==> src/rtl/core/pli_pkg.sv <==
// Shared types and constants for the piecewise linear interpolator.
// Holds table sizing, the controller state encoding and the command and status structs.
// Used by pli_ctrl, pli_datapath and piecewise_linear_interpolator.
package pli_pkg;

    localparam int TABLE_DEPTH = 64;
    localparam int IDX_W       = $clog2(TABLE_DEPTH);
    localparam int DATA_W      = 32;
    localparam int FRAC_W      = 16;
    localparam int CFG_W       = 7;
    localparam int Q_W         = FRAC_W + 1;
    localparam int CNT_W       = $clog2(Q_W);
    localparam int ENTRY_W     = 2 * DATA_W;

    localparam logic CMD_WRITE = 1'b0;
    localparam logic CMD_QUERY = 1'b1;

    typedef logic [IDX_W-1:0] t_idx;

    typedef enum logic [6:0] {
        S_IDLE  = 7'b0000001,
        S_FIRST = 7'b0000010,
        S_LAST  = 7'b0000100,
        S_SCAN  = 7'b0001000,
        S_DIV   = 7'b0010000,
        S_MUL   = 7'b0100000,
        S_ADD   = 7'b1000000
    } t_state;

    typedef struct packed {
        logic write_entry;
        logic load_query;
        logic chk_first;
        logic chk_last;
        logic scan;
        logic div_step;
        logic mul;
        logic fin;
    } t_ctrl;

    typedef struct packed {
        logic le_first;
        logic ge_last;
        logic scan_hit;
        logic div_last;
    } t_stat;

endpackage

==> src/rtl/core/pli_ctrl.sv <==
// Controller state machine for the piecewise linear interpolator.
// Sequences clamping checks, the segment scan, the divide and the final multiply-add.
// Depends on pli_pkg.
module pli_ctrl (
    input  logic           i_clk,
    input  logic           i_rst_n,
    input  logic           start,
    input  logic           i_cmd,
    input  pli_pkg::t_stat i_stat,
    output pli_pkg::t_ctrl o_ctrl,
    output logic           busy,
    output logic           o_result_strobe
);

    pli_pkg::t_state r_state, n_state;
    logic            r_strobe, n_strobe;
    logic            accept;

    assign accept = start && (r_state == pli_pkg::S_IDLE);

    always_comb begin
        n_state  = r_state;
        n_strobe = 1'b0;
        unique case (r_state)
            pli_pkg::S_IDLE: begin
                if (accept && (i_cmd == pli_pkg::CMD_QUERY)) begin
                    n_state = pli_pkg::S_FIRST;
                end
            end
            pli_pkg::S_FIRST: begin
                if (i_stat.le_first) begin
                    n_state  = pli_pkg::S_IDLE;
                    n_strobe = 1'b1;
                end else begin
                    n_state = pli_pkg::S_LAST;
                end
            end
            pli_pkg::S_LAST: begin
                if (i_stat.ge_last) begin
                    n_state  = pli_pkg::S_IDLE;
                    n_strobe = 1'b1;
                end else begin
                    n_state = pli_pkg::S_SCAN;
                end
            end
            pli_pkg::S_SCAN: begin
                if (i_stat.scan_hit) begin
                    n_state = pli_pkg::S_DIV;
                end
            end
            pli_pkg::S_DIV: begin
                if (i_stat.div_last) begin
                    n_state = pli_pkg::S_MUL;
                end
            end
            pli_pkg::S_MUL: begin
                n_state = pli_pkg::S_ADD;
            end
            pli_pkg::S_ADD: begin
                n_state  = pli_pkg::S_IDLE;
                n_strobe = 1'b1;
            end
            default: begin
                n_state = pli_pkg::S_IDLE;
            end
        endcase
    end

    always_ff @(posedge i_clk) begin
        if (!i_rst_n) begin
            r_state  <= pli_pkg::S_IDLE;
            r_strobe <= 1'b0;
        end else begin
            r_state  <= n_state;
            r_strobe <= n_strobe;
        end
    end

    always_comb begin
        o_ctrl             = '0;
        o_ctrl.write_entry = accept && (i_cmd == pli_pkg::CMD_WRITE);
        o_ctrl.load_query  = accept && (i_cmd == pli_pkg::CMD_QUERY);
        o_ctrl.chk_first   = (r_state == pli_pkg::S_FIRST);
        o_ctrl.chk_last    = (r_state == pli_pkg::S_LAST);
        o_ctrl.scan        = (r_state == pli_pkg::S_SCAN);
        o_ctrl.div_step    = (r_state == pli_pkg::S_DIV);
        o_ctrl.mul         = (r_state == pli_pkg::S_MUL);
        o_ctrl.fin         = (r_state == pli_pkg::S_ADD);
    end

    assign busy            = (r_state != pli_pkg::S_IDLE);
    assign o_result_strobe = r_strobe;

`ifndef SYNTHESIS
    a_strobe_idle: assert property (@(posedge i_clk) disable iff (!i_rst_n)
        r_strobe |-> (r_state == pli_pkg::S_IDLE))
        else $error("result strobe outside idle");

    a_query_starts: assert property (@(posedge i_clk) disable iff (!i_rst_n)
        (start && !busy && (i_cmd == pli_pkg::CMD_QUERY)) |=> (r_state == pli_pkg::S_FIRST))
        else $error("accepted query did not start the clamp check");

    a_div_to_mul: assert property (@(posedge i_clk) disable iff (!i_rst_n)
        ((r_state == pli_pkg::S_DIV) && i_stat.div_last) |=> (r_state == pli_pkg::S_MUL))
        else $error("divide did not hand over to the multiply");
`endif

endmodule

==> config.mk <==
export PLATFORM = sky130hd
export DESIGN_NAME = pli_ctrl
export DESIGN_NICKNAME = d
export VERILOG_FILES = /design/src/rtl/core/pli_pkg.sv /design/src/rtl/core/pli_ctrl.sv
export SDC_FILE = /design/constraint.sdc
export NUM_CORES = 1
export LEC_CHECK = 0
export BUFFER_PORTS_ARGS = -buffer_cell sky130_fd_sc_hd__buf_4
export CORE_AREA = 4 4 41 43
export CTS_CLUSTER_SIZE = 14
export DETAILED_ROUTE_END_ITERATION = 10
export DIE_AREA = 0 0 45 47
export GPL_TIMING_DRIVEN = 0
export SYNTH_ARGS = -nofsm -noshare
export SYNTH_HDL_FRONTEND = slang
export SYNTH_SLANG_ARGS = --single-unit
export TNS_END_PERCENT = 100
==> constraint.sdc <==
create_clock -name i_clk -period 2.15 [get_ports i_clk]
set_input_delay 0.1075 -clock i_clk [delete_from_list [all_inputs] [get_ports i_clk]]
set_output_delay 0.1075 -clock i_clk [all_outputs]
set_load 0.05 [all_outputs]
# Word-level counts from Yosys, hierarchy flattened
# Index checks and enable logic that the tools add are counted.
dict set report word_totals {
  register_bits 8
  output_inout_bits 10
}
dict set report op_classes {
  n_eq_ne 11
  mux 9
  n_bitwise 1
  reduce_logical 4
}
# op count
set ops {}
lappend ops {{7-bit one-hot mux with 6 select lines} 1}
lappend ops {{7-bit two-way mux} 3}
lappend ops {{7-bit by 1-bit equality test with 1-bit output (second input constant)} 1}
lappend ops {{7-bit by 2-bit equality test with 1-bit output (second input constant)} 1}
lappend ops {{7-bit by 3-bit equality test with 1-bit output (second input constant)} 1}
lappend ops {{7-bit by 4-bit equality test with 1-bit output (second input constant)} 1}
lappend ops {{7-bit by 5-bit equality test with 1-bit output (second input constant)} 1}
lappend ops {{7-bit by 6-bit equality test with 1-bit output (second input constant)} 1}
lappend ops {{7-bit equality test (second input constant)} 1}
lappend ops {{7-bit by 1-bit inequality test with 1-bit output (second input constant)} 1}
lappend ops {{2-bit inequality test (second input constant)} 3}
lappend ops {{4-bit two-way mux} 1}
lappend ops {{1-bit logical AND} 3}
lappend ops {{3-bit two-way mux} 1}
lappend ops {{1-bit one-hot mux with 3 select lines} 1}
lappend ops {{3-bit AND reduction} 1}
lappend ops {{1-bit two-way mux} 2}
lappend ops {{1-bit NOT} 1}

# Depth between registers and ports, before layout
# Gate-level depths: netlist of the first run.
dict set report depth {
  depth_word 5
  ltp_mapped 5
  mapped_depth_nobuf 4
}

# Worst setup path after synthesis of the first run
# OpenSTA, ideal clock, no wires.
dict set report synth_path {
  kind {flip-flop to flip-flop}
  start {register r_state[1]}
  end {register r_state[5]}
  setup_ps 69
  arrival_time_ps 2866
  required_ps 2081
  slack_ps -785
  path_stages_with_launch 4
  n_path_buf 0
  synth_period_minus_slack_ps 2935
  cell_sequence {dfxtp_1 > or4_4 > nor4b_1 > and3_1}
}
# element line
set synth_lines {}
lappend synth_lines {{start, declared} pli_ctrl.sv:15} ;# pli_pkg::t_state r_state, n_state;
lappend synth_lines {{start signal, assigned} pli_ctrl.sv:71} ;# r_state <= pli_pkg::S_IDLE;
lappend synth_lines {{start signal, assigned} pli_ctrl.sv:74} ;# r_state <= n_state;

==> results.py, run 1 <==
metrics = {
    "outcome": {
        "status": "finished, final reports clean",
    },
    "power": {
        "powerDensity_nw_per_um2": 916,
        "p_leak_nw": 0.311,
        "ir_worst_vdd_v": 0.000406,
    },
    "min_path": {
        "holdPathEnd": "r_state[4]",
        "hold_class": "in -> reg",
        "min_from": "i_stat[1]",
        "whs_path_depth": 3,
    },
    "worst_setup_path": {
        "worstReg2RegStart": "r_state[4]",
        "reg2reg_to": "r_state[5]",
        "r2r_slack_ps": 250,
        "crit_type": "reg -> out",
        "cp.arrival_ps": 2010,
        "start_kind": "flop",
        "cp_max_fo": 6,
        "cp-end-kind": "primary output",
        "required_ps": 2040,
        "reg2reg_depth": 5,
    },
    "synthesis": {
        "synth_cells": 56,
        "syn-mean-instance-area_um2": 8.76,
        "synth-async-reset-ratio_pct": 0,
        "ys.flop_type": "dfxtp_1",
        "synth_mux_area_share_pct": 0,
        "yosysSeqAreaShare_pct": 32.7,
        "synthSimpleGateAreaFrac_pct": 42.1,
        "synth_top_family_by_area": "simple AND/OR/NAND/NOR gates",
        "synthesis.area_um2": 490,
        "syn_nets": 64,
        "synth-compound-area-share_pct": 19.1,
        "synth.distinct_cells": 32,
        "synth_fa_ha_area_share_pct": 0,
        "synth_warnings": 0,
        "synthXorXnorAreaFrac_pct": 1.79,
        "synth_edf_count": 0,
        "ys_ff_latch": 8,
    },
    "timing": {
        "timing.fmax_ghz": 0.473,
        "finalCritPeriodShare_pct": 98.3,
        "hold_slack_ps": 114,
        "finalSetupViolations": 0,
        "maxSlewViolCount": 0,
        "period_needed_ps": 2110,
        "slew_headroom_pct": 65.0,
        "skew_ps": 4.50,
        "hold_violations": 0,
        "rsz0062_at_grt": "true",
        "worst_pin_slew_ps": 520,
    },
    "global_routing": {
        "grt_pass1_vias": 495,
        "grt_pass1_wl_um": 2140,
        "grt_usage_pct": 14.4,
        "grt_antenna_before_repair": 0,
        "grt_max_degree": 11,
        "gr-total-overflow": 0,
    },
    "routing": {
        "postRouteAntennaNets": 0,
        "drt_iter0_drc": 5,
        "avgViaCountPerCell": 5.41,
        "vias": 492,
        "drcViolationCount": 0,
        "wl_per_cell_um": 13.8,
        "drt-total-wl_um": 1260,
        "first_pass_iters": 4,
    },
    "clock_network": {
        "post_cts_buffers": 0,
        "ctsRootBufferMaster": "clkbuf_4",
        "clk_latency_ps": 250,
        "clk_pin_slew_ps": 50,
        "cts_sinks": 8,
        "clock_path_buffers": 2,
        "ctsHoldBuffers": 0,
        "cts_tree": "yes",
        "cts_buffers": 3,
        "h-tree-depth": 1,
    },
    "die": {
        "die_y_um": 47,
        "die_w_um": 45,
        "dieArea_um2": 2120,
        "io_pins": 18,
        "core_area_um2": 1300,
        "std_cell_rows": 13,
        "start_util_pct": 37.7,
    },
    "layout": {
        "fin_nets": 86,
        "drive_above_1_share_pct": 46.1,
        "syn2layout_area_growth_pct": 41.3,
        "fin_area_um2": 693,
        "diodes": 0,
    },
    "place": {
        "place_congestion": 0.777,
        "port_buffers": 17,
        "placed_area_um2": 666,
    },
    "run": {
        "drv_cap": 0,
    },
}
-- flip-flops by register name, indices dropped and copies added (netlist names) --
name and flops:
o_result_strobe 1, r_state 7
-- cells in the final DEF, fill, tap and decap left out, types with 2 or more instances in the layout --
| cell | count |
|---|---|
| and2_1 | 2 |
| and3_1 | 3 |
| buf_2 | 2 |
| buf_4 | 17 |
| clkbuf_4 | 3 |
| dfxtp_1 | 7 |
| nand2_1 | 3 |
| nand2b_1 | 4 |
| nor3_2 | 2 |
| nor4_1 | 2 |
| o21a_1 | 2 |
| or4_4 | 2 |
-- final cells by class --
type                       count  area, µm²
clock buffer                   3       22.5
fill                         142        608
inverter                       1       3.75
timing repair buffer          17        131
multi-input combinational     44        338
tap                           15       18.8
sequential                     8        161
buffer                         3       17.5
-- metrics by stage --
stage,total power (W),TNS [ps],std cells,setup slack [ps],utilization [%]
6_report,0.000635,0,91,37.1,53.3
5_1_grt,0.000682,-25.3,91,-25.3,53.3
4_1_cts,0.000643,0,91,6.91,53.2
3_5_place_dp,0.000523,0,88,260,51.2
3_3_place_gp,0.000523,0,88,258,51.2
2_1_floorplan,0.000441,-103,56,-90.9,-
-- Yosys cell counts (2+ instances only) --
cell	count	area share, %
dfxtp_1	8	33
nand2b_1	4	5.1
and3_1	3	3.8
nand2_1	3	2.3
nor3_1	3	3.1
and2_1	2	2.6
buf_2	2	2.0
nor2_1	2	1.5
nor3b_1	2	3.1
nor4_1	2	2.6
nor4b_1	2	3.6
o21a_1	2	3.1
or4_4	2	4.6
-- where the power goes --
group / leakage [nW] / internal (W) / switching, W / total [W]
sequential: 0.0653 / 0.000166 / 0.0000239 / 0.000189
clock: 0.0138 / 0.0000638 / 0.0000503 / 0.000114
combinational: 0.232 / 0.000126 / 0.000205 / 0.000331
-- per-layer routing --
metal	up-vias	wire length [µm]	track usage (%)
met3	2	77	4.98
met2	13	613	24.3
met1	223	550	16.9
met5	-	0	0
li1	254	-	-
met4	0	15	5.26
-- repair_timing --
item / 4_1_cts / 5_1_grt
pin swaps: 0 / 0
setup endpoints to repair: 1 / 2
resized for setup: 1 / 1
-- critical path, stage by stage, from the launching register on --
cell,delay (ps)
dfxtp_2,340
or4_4,560
or4_4,480
nor3b_2,200
buf_6,180
-- logic make-up (layout without fill, tap and decap cells) --
family | Yosys count | count (layout)
flops | 8 | 8
compound gates | 12 | 12
simple gates | 31 | 31
xor+xnor | 1 | 1
buf+inv | 4 | 24
-- worst max path at each step --
stage                          start          to  cells past startpoint  slack (ps)
after floorplan           r_state[1]   o_ctrl[7]                      3         -90
final                     r_state[1]   o_ctrl[7]                      4          40
after detailed placement  r_state[4]  r_state[5]                      5         260
after CTS                 r_state[1]   o_ctrl[7]                      4           7
after global placement    r_state[1]  r_state[0]                      4         260
after global routing      r_state[1]   o_ctrl[7]                      4         -30
(Power assumes the default switching activity.)
==> inputs of run 2 (changes only) <==
--- a/config.mk
+++ b/config.mk
@@ -11,6 +11,7 @@
 export DETAILED_ROUTE_END_ITERATION = 10
 export DIE_AREA = 0 0 45 47
 export GPL_TIMING_DRIVEN = 0
+export PLACE_DENSITY = 0.7
 export SYNTH_ARGS = -nofsm -noshare
 export SYNTH_HDL_FRONTEND = slang
 export SYNTH_SLANG_ARGS = --single-unit
==> constraint.sdc (replaced) <==
create_clock -name i_clk -period 2.3 [get_ports i_clk]
set_input_delay 0.23 -clock i_clk [delete_from_list [all_inputs] [get_ports i_clk]]
set_output_delay 0.23 -clock i_clk [all_outputs]
set_load 0.05 [all_outputs]
==> run 2 against run 1 <==
Against the previous run: non-clock buffer count stayed put; sequential power is 5% lower; largest power group unchanged; worst setup slack better by 19 ps; via count rose by 2.4%; cell area increased by 0.18%; clock skew fell by 0.85 ps; sequential share of layout area about the same; total power fell by 5.0%; critical path depth stayed put; core utilization rose by 0.096 points; flip-flop and latch count stayed put; worst hold slack better by 110 ps.
==> results.py, run 2 (same netlist as run 1, synthesis figures left out) <==
metrics = {
    "power": {
        "total_power_w": 0.000603,
        "powerDensity_nw_per_um2": 868,
        "internal_power_w": 0.000333,
        "power.switching_w": 0.000270,
        "p_clk_share_pct": 18.2,
        "p_leak_nw": 0.313,
        "power_frac_seq_pct": 29.6,
        "swShare_pct": 44.7,
        "comb_power_share_pct": 52.1,
        "ir_worst_vdd_v": 0.000386,
    },
    "clock_network": {
        "cts_buffers": 3,
        "clk_latency_ps": 260,
        "clock_path_buffers": 2,
        "ctsRootBufferMaster": "clkbuf_4",
        "cts_tree": "yes",
        "h-tree-depth": 1,
        "cts_sinks": 8,
        "clk_pin_slew_ps": 60,
    },
    "worst_setup_path": {
        "required_ps": 2070,
        "cp-end-kind": "primary output",
        "cp_max_fo": 6,
        "cp.arrival_ps": 2010,
        "crit_type": "reg -> out",
        "start_kind": "flop",
    },
    "run": {
        "drv_cap": 0,
    },
    "timing": {
        "hold_violations": 0,
        "finalSetupViolations": 0,
        "hold_slack_ps": 229,
        "rsz0062_at_grt": "true",
        "finalCritPeriodShare_pct": 97.6,
        "period_needed_ps": 2240,
        "maxSlewViolCount": 0,
        "worst_pin_slew_ps": 468,
        "slew_headroom_pct": 68.5,
        "skew_ps": 3.66,
        "timing.fmax_ghz": 0.446,
    },
    "layout": {
        "top_register": "r_state",
        "diodes": 0,
        "final_common_cell": "buf_4",
        "final_cell_mix": "17 x buf_4, 7 x dfxtp_1, 4 x nand2b_1",
        "largest_reg_flops": 7,
        "syn2layout_area_growth_pct": 41.6,
        "fill_cells": 135,
        "multiInputGateArea_um2": 339,
        "seqCellArea_um2": 161,
        "drive_above_1_share_pct": 46.1,
        "fin_nets": 86,
    },
    "routing": {
        "vias": 504,
        "postRouteAntennaNets": 0,
        "avgViaCountPerCell": 5.54,
        "drt-met1-wl_um": 562,
        "first_pass_iters": 4,
        "wl_per_cell_um": 13.8,
        "wl_met3_um": 72,
        "drt-total-wl_um": 1260,
        "drt_iter0_drc": 3,
        "met2_length_um": 603,
        "top_layer_used": "met4",
        "drcViolationCount": 0,
    },
    "place": {
        "place_congestion": 0.850,
        "detailed_place_hpwl_um": 968,
        "port_buffers": 17,
    },
    "die": {
        "core_area_um2": 1300,
        "die_y_um": 47,
        "std_cell_rows": 13,
        "die_w_um": 45,
        "io_pins": 18,
        "start_util_pct": 37.7,
        "dieArea_um2": 2120,
    },
    "global_routing": {
        "grt_max_degree": 11,
        "grt_usage_pct": 14.8,
        "grt_antenna_before_repair": 0,
        "grt_pass1_vias": 547,
        "grt_pass1_wl_um": 2210,
        "gr-total-overflow": 0,
    },
    "outcome": {
        "status": "finished, final reports clean",
    },
    "min_path": {
        "hold_class": "in -> reg",
    },
}
==> run 2: cell counts in the layout (fill, tap and decap cells not counted) <==
Identical to the previous run, type by type.
==> run 2: path summary, 6_finish.rpt <==
path / startpoint / cells past startpoint / slack, ps / endpoint
worst max register to register: r_state[4] / 5 / 420 / r_state[5]
worst min register to register: r_state[1] / 2 / 610 / r_state[0]
worst min-delay path: i_stat[3] / 3 / 230 / r_state[0]
worst max-delay path: r_state[1] / 4 / 60 / o_ctrl[7]
==> run 2: per-layer routing <==
| layer | vias up | track usage, % |
|---|---|---|
| met1 | 234 | 15.3 |
| met5 | - | 0 |
| li1 | 254 | - |
| met4 | 0 | 9.36 |
| met2 | 14 | 25.4 |
| met3 | 2 | 5.36 |
==> run 2: metrics by stage <==
| step | worst slack (ps) | std cells | instance area, µm² | setup TNS [ps] | util [%] |
|---|---|---|---|---|---|
| CTS | 2.97 | 91 | 689 | 0 | 53.0 |
| floorplan | 117 | 56 | 520 | 0 | - |
| global placement | 295 | 88 | 667 | 0 | 51.2 |
| detailed placement | 293 | 88 | 667 | 0 | 51.2 |
| global route | -9.32 | 91 | 694 | -9.32 | 53.4 |
| finish | 56.3 | 91 | 694 | 0 | 53.4 |
==> run 2: power by group through the flow <==
stage	clock network [W]	logic, W	registers (W)
floorplan	0	0.000238	0.000175
global placement	0	0.000310	0.000179
detailed placement	0	0.000312	0.000180
CTS	0.000114	0.000313	0.000177
global route	0.000125	0.000340	0.000181
finish	0.000110	0.000314	0.000179
==> run 2: cell type report <==
class | count | share of cell area, %
plain buffers | 3 | 2.52
clock buffers | 3 | 3.24
inverters | 1 | 0.541
multi-input cells | 44 | 48.8
flip-flops and latches | 8 | 23.2
well taps | 15 | 2.70
repair buffers | 17 | 18.9
==> run 2: worst max-delay path, stage by stage (launching register included) <==
cell and delay (ps):
dfxtp_2 340, or4_4 550, or4_4 480, nor3b_4 200, buf_6 180
==> run 2: repair_timing <==
item	CTS	global route
resized for setup	0	2
hold buffers	0	0
endpoints found under the setup margin	0	2
setup buffers	0	0
